### src/rtl/core/sset_pkg.sv
// sset_pkg: shared types and codes for the sorted set block
// holds the command word, the token that walks the cell chain and the fsm states
// no dependencies
`timescale 1ns / 1ps
`default_nettype none

package sset_pkg;

    // operation codes
    localparam logic OP_INSERT = 1'b0;
    localparam logic OP_REMOVE = 1'b1;

    localparam int DATA_W  = 32;
    localparam int COUNT_W = 6;

    // what the token is doing as it passes a cell
    typedef enum logic [1:0] {
        M_SEARCH,
        M_INS_SHIFT,
        M_DEL_SHIFT,
        M_DONE
    } tok_mode_t;

    // token handed from cell to cell, one cell per cycle
    typedef struct packed {
        logic                     active;
        tok_mode_t                mode;
        logic                     changed;
        logic                     overflow;
        logic signed [DATA_W-1:0] carry_data;
        logic                     carry_valid;
    } tok_t;

    // command word broadcast to every cell while a word is in flight
    typedef struct packed {
        logic                     op;
        logic signed [DATA_W-1:0] value;
        logic                     full;
    } cmd_t;

    // sequencer states
    typedef enum logic {
        ST_IDLE,
        ST_RUN
    } state_t;

endpackage

`default_nettype wire

### src/rtl/core/sset_cell.sv
// sset_cell: one storage cell of the sorted chain
// holds one entry and its valid bit, acts on the token and hands it to the next cell
// depends on sset_pkg
`timescale 1ns / 1ps
`default_nettype none

module sset_cell (
    input  wire logic                              clk,
    input  wire logic                              rst_n,
    input  wire sset_pkg::cmd_t                    cmd,
    input  wire sset_pkg::tok_t                    tok_in,
    output sset_pkg::tok_t                         tok_out,
    input  wire logic signed [sset_pkg::DATA_W-1:0] next_entry,
    input  wire logic                              next_valid,
    output logic signed [sset_pkg::DATA_W-1:0]     entry,
    output logic                                   valid
);
    import sset_pkg::*;

    logic signed [DATA_W-1:0] entry_reg;
    logic signed [DATA_W-1:0] entry_next;
    logic                     valid_reg;
    logic                     valid_next;
    tok_t                     tok_out_reg;
    tok_t                     tok_next;
    logic                     not_below;
    logic                     hit;

    // local compares against the broadcast value
    assign not_below = !valid_reg || ($signed(entry_reg) >= $signed(cmd.value));
    assign hit       = valid_reg && (entry_reg == cmd.value);

    // cell update and outgoing token
    always_comb
    begin
        entry_next = entry_reg;
        valid_next = valid_reg;
        tok_next   = tok_in;
        if (tok_in.active)
        begin
            case (tok_in.mode)
                M_SEARCH:
                begin
                    if (not_below)
                    begin
                        if (cmd.op == OP_INSERT)
                        begin
                            if (hit)
                            begin
                                tok_next.mode = M_DONE;
                            end
                            else if (cmd.full)
                            begin
                                tok_next.mode     = M_DONE;
                                tok_next.overflow = 1'b1;
                            end
                            else
                            begin
                                // take the new value, displaced entry moves up
                                entry_next           = cmd.value;
                                valid_next           = 1'b1;
                                tok_next.mode        = M_INS_SHIFT;
                                tok_next.carry_data  = entry_reg;
                                tok_next.carry_valid = valid_reg;
                                tok_next.changed     = 1'b1;
                            end
                        end
                        else
                        begin
                            if (hit)
                            begin
                                // drop this entry, pull the upper neighbor down
                                entry_next       = next_entry;
                                valid_next       = next_valid;
                                tok_next.mode    = M_DEL_SHIFT;
                                tok_next.changed = 1'b1;
                            end
                            else
                            begin
                                tok_next.mode = M_DONE;
                            end
                        end
                    end
                end
                M_INS_SHIFT:
                begin
                    entry_next           = tok_in.carry_data;
                    valid_next           = tok_in.carry_valid;
                    tok_next.carry_data  = entry_reg;
                    tok_next.carry_valid = valid_reg;
                end
                M_DEL_SHIFT:
                begin
                    entry_next = next_entry;
                    valid_next = next_valid;
                end
                default:
                begin
                end
            endcase
        end
    end

    // control state
    always_ff @(posedge clk or negedge rst_n)
    begin
        if (!rst_n)
        begin
            valid_reg   <= 1'b0;
            tok_out_reg <= '0;
        end
        else
        begin
            valid_reg   <= valid_next;
            tok_out_reg <= tok_next;
        end
    end

    // entry storage
    always_ff @(posedge clk)
    begin
        entry_reg <= entry_next;
    end

    assign tok_out = tok_out_reg;
    assign entry   = entry_reg;
    assign valid   = valid_reg;

endmodule

`default_nettype wire

### config.mk
export PLATFORM = sky130hd
export DESIGN_NAME = sset_cell
export DESIGN_NICKNAME = d
export VERILOG_FILES = /design/src/rtl/core/sset_pkg.sv /design/src/rtl/core/sset_cell.sv
export SDC_FILE = /design/constraint.sdc
export NUM_CORES = 1
export LEC_CHECK = 0
export CORE_MARGIN = 4
export CORE_UTILIZATION = 59
export CTS_CLUSTER_SIZE = 40
export DETAILED_ROUTE_END_ITERATION = 8
export DONT_BUFFER_PORTS = 1
export PLACE_DENSITY = 0.75
export SYNTH_ARGS = -nofsm -noshare
export SYNTH_HDL_FRONTEND = slang
export SYNTH_SLANG_ARGS = --single-unit
### constraint.sdc
create_clock -name clk -period 7.1 [get_ports clk]
set_input_delay 0 -clock clk [delete_from_list [all_inputs] [get_ports clk]]
set_output_delay 0 -clock clk [all_outputs]
set_load 0.005 [all_outputs]
==> results_dict.tcl, run 1 <==
set metrics [dict create \
    initial_core_util 0.617 \
    synth_fa_ha_area_frac 0.106 \
    cts_sinks 71 \
    synth_edf_count 32 \
    ctsHoldBuffers 102 \
    h-tree-depth 3 \
    synthCells 424 \
    yosysTopAreaCell "dfrtp_1" \
    synth.area.top_cells "dfrtp_1 23%, edfxtp_1 23%, ha_1 11%" \
    fp.dieH_um 93 \
    syn_area_um2 4260 \
    synth-xor-area-share 0 \
    muxShareOfSynthArea 0.00470 \
    synth_top_area_frac 0.229 \
    error "[ERROR RSZ-0060] Max buffer count reached." \
    post_cts_resized 0 \
    synth_top_family_by_area "compound AO/OA/AOI/OAI gates" \
    post_cts_buffers 0 \
    max-clock-path-buffers 2 \
    gp_congestion 0.891 \
    synth_compound_area_frac 0.283 \
    syn_area_per_cell_um2 10.1 \
    ios 178 \
    ys_ff_latch 71 \
    root_buffer "clkbuf_8" \
    die_w_um 93 \
    synth_common_cells "47 x a21oi_1, 39 x dfrtp_1, 37 x inv_1" \
    num_rows 30 \
    hpwl_mm 8.27 \
    cts_inserted_buffers 9 \
    synth_flop_cell "dfrtp_1" \
    lastStage "4_1_cts" \
    yosys_warnings 0 \
    synth.distinct_cells 45 \
    status "did not finish" \
    async_flop_share 0.549 \
    ys_seq_area_frac 0.454 \
    yosys.area_share.simple 0.0872 \
    io_buffers 0 \
    synth.most_common_cell "a21oi_1" \
    synth_nets 567 \
]
cells by family after synthesis:
family,after synthesis
buffers and inverters,67
flip-flops,71
multiplexers,2
adder cells (fa/ha/maj),36
AO/OA/AOI/OAI,170
AND/OR/NAND/NOR,78
per-stage QoR:
| stage | std cells | util | hold slack [ns] | worst slack [ns] | cell area (um^2) |
|---|---|---|---|---|---|
| after floorplan | 424 | - | -0.296 | 4.01 | 4260 |
| after global placement | 492 | 0.619 | -0.295 | 3.87 | 4280 |
| after detailed placement | 492 | 0.619 | -0.295 | 3.76 | 4280 |
==> run 2: changes to the inputs <==
CORE_UTILIZATION = 40   (was 59)
CTS_CLUSTER_SIZE = default   (was 40)
PLACE_DENSITY = default   (was 0.75)
PLACE_DENSITY_LB_ADDON = 0.15   (was default)
==> results_dict.tcl, run 2 <==
set metrics [dict create \
    synth.distinct_cells 45 \
    cts_sinks 71 \
    dr_total_vias 3840 \
    syn_area_per_cell_um2 10.1 \
    antenna-diode-count 0 \
    num_rows 37 \
    worst_slack_ns 3.68 \
    hold_depth 4 \
    ant_nets 0 \
    final-hold-violation-count 0 \
    cp-end-kind "flip-flop" \
    dp.cells 533 \
    grt_pass1_vias 4043 \
    leakagePower_uw 0.00231 \
    synthCells 424 \
    remaining_drc_errors 0 \
    drive_above_1_share 0.0481 \
    clock_skew_ns 0.0177 \
    synth_top_area_frac 0.229 \
    peakVddDrop_mv 0.0857 \
    instances_no_fill 656 \
    start_kind "flip-flop" \
    async_flop_share 0.549 \
    syn_area_um2 4260 \
    cp.required_ns 7.06 \
    largest_register_ffs 38 \
    grt_usage 0.222 \
    synth_common_cells "47 x a21oi_1, 39 x dfrtp_1, 37 x inv_1" \
    h-tree-depth 3 \
    crit_fanout 32 \
    max_freq_ghz 0.293 \
    initialDrtViolationCount 376 \
    period_share 0.481 \
    post_cts_buffers 0 \
    rsz0062_at_grt "false" \
    max-clock-path-buffers 2 \
    area_delta_synth_final_pct 30.9 \
    nets 658 \
    p_per_area_nw_per_um2 188 \
    die_w_um 111 \
    cts_tree "built" \
    synth.most_common_cell "a21oi_1" \
    grt_pass1_wl_mm 22.1 \
    ys_ff_latch 71 \
    yosysTopAreaCell "dfrtp_1" \
    clk_latency_ns 0.35 \
    dieArea_um2 12400 \
    worstRegToRegCells 8 \
    slew-limit-headroom 0.236 \
    fp.dieH_um 111 \
    wl_per_cell_um 21.1 \
    hpwl_mm 8.73 \
    final_common_cell "dlygate4sd3_1" \
    gp_congestion 0.817 \
    globalRouteOverflowTotal 0 \
    io_buffers 0 \
    tightest_slew_ns 1.15 \
    synth_edf_count 32 \
    ios 178 \
    ys_seq_area_frac 0.454 \
    finalPower_uw 1050 \
    crit_type "reg2reg" \
    final_max_slew_viol_count 0 \
    yosys_warnings 0 \
    synth_flop_cell "dfrtp_1" \
    synth.area.top_cells "dfrtp_1 23%, edfxtp_1 23%, ha_1 11%" \
    cap_violations 0 \
    root_buffer "clkbuf_8" \
    dp_slack_ns 3.66 \
    layout_min_cycle_time_ns 3.42 \
    utilization 0.538 \
    synth_nets 567 \
    routed_wl_mm 13.8 \
    core_area_um2 10400 \
    drt_pre_antenna_iters 4 \
    grt_max_degree 67 \
    cts_inserted_buffers 9 \
    final_cell_mix "106 x dlygate4sd3_1, 47 x a21oi_1, 39 x dfrtp_1, 37 x inv_1, 35 x ha_1" \
    initial_core_util 0.411 \
    viasPerCell 5.85 \
    setup_viol 0 \
    arrival_ns 3.38 \
    fillers 937 \
    finalSetupTns_ns 0 \
    status "finished clean" \
    antenna_found_initial 0 \
    path_clk_slew_ns 0.08 \
    holdCritPathClass "in2reg" \
]
[run 2: area by class of cell]
class | instances | area (um^2) | area share
multi-input combinational | 286 | 2060 | 0.370
clock buffer | 12 | 135 | 0.0242
clock inverter | 4 | 22.5 | 0.00404
inverter | 37 | 139 | 0.0249
sequential | 71 | 1940 | 0.347
tap | 136 | 170 | 0.0305
timing repair buffer | 110 | 1110 | 0.199
[run 2: worst paths after layout]
check | slack [ns] | start | to
max in group asynchronous | 6.69 | rst_n | tok_out[26]$_DFF_PN0_
worst max-delay path | 3.68 | entry[15]$_DFFE_PP_ | entry[1]$_DFFE_PP_
min in group asynchronous | 0.19 | rst_n | tok_out[11]$_DFF_PN0_
worst min-delay path | 0.03 | next_valid | valid$_DFFE_PN0P_
worst max register to register | 3.68 | entry[15]$_DFFE_PP_ | entry[1]$_DFFE_PP_
worst min register to register | 0.57 | entry[6]$_DFFE_PP_ | tok_out[7]$_DFF_PN0_
[run 2: what timing repair did]
item | 4_1_cts | 5_1_grt
hold endpoints to repair | 110 | 0
gates resized for setup | 0 | 0
endpoints found under the setup margin | 0 | 0
hold buffers | 107 | 0
[run 2: worst max-delay path, stage by stage, from the launching register on]
cell      delay, ns
edfxtp_1       0.46
ha_1           0.34
nand4_1        0.19
nor4_1         0.36
nand4_1        0.32
nor3_1         0.29
a21oi_1        0.10
a21oi_1        0.22
and2_2         0.74
[run 2: kinds of logic (layout without fill, tap and decap cells)]
kind of cell | after synthesis | count (layout) | share of synthesized area
muxes | 2 | 2 | 0.00470
buffers and inverters | 67 | 163 | 0.0649
AOI/OAI and AO/OA | 170 | 170 | 0.283
adders and majority gates | 36 | 36 | 0.106
and+or+nand+nor | 78 | 78 | 0.0872
DFF | 71 | 71 | 0.454
[run 2: per-layer routing]
| metal | global-route usage | vias up | part of all wire |
|---|---|---|---|
| met3 | 0.0677 | 18 | 0.079 |
| met4 | 0.0633 | 0 | 0.012 |
| met5 | 0 | - | 0 |
| met2 | 0.363 | 174 | 0.49 |
| met1 | 0.284 | 1858 | 0.42 |
| li1 | - | 1790 | - |
[run 2: through the flow]
step | hold WS, ns | cell area (um^2)
floorplan | -0.296 | 4260
global placement | -0.294 | 4330
detailed placement | -0.294 | 4330
CTS | 0.00829 | 5580
global route | 0.0376 | 5580
finish | 0.0310 | 5580
[run 2: where the power goes]
group          internal, uW  switching (uW)  leakage, uW  total, uW
clock network           126             157    0.0000801        282
registers               478            36.7     0.000766        515
logic                   124             129      0.00147        252
total                   728             322      0.00231       1050
(Power assumes the default switching activity.)
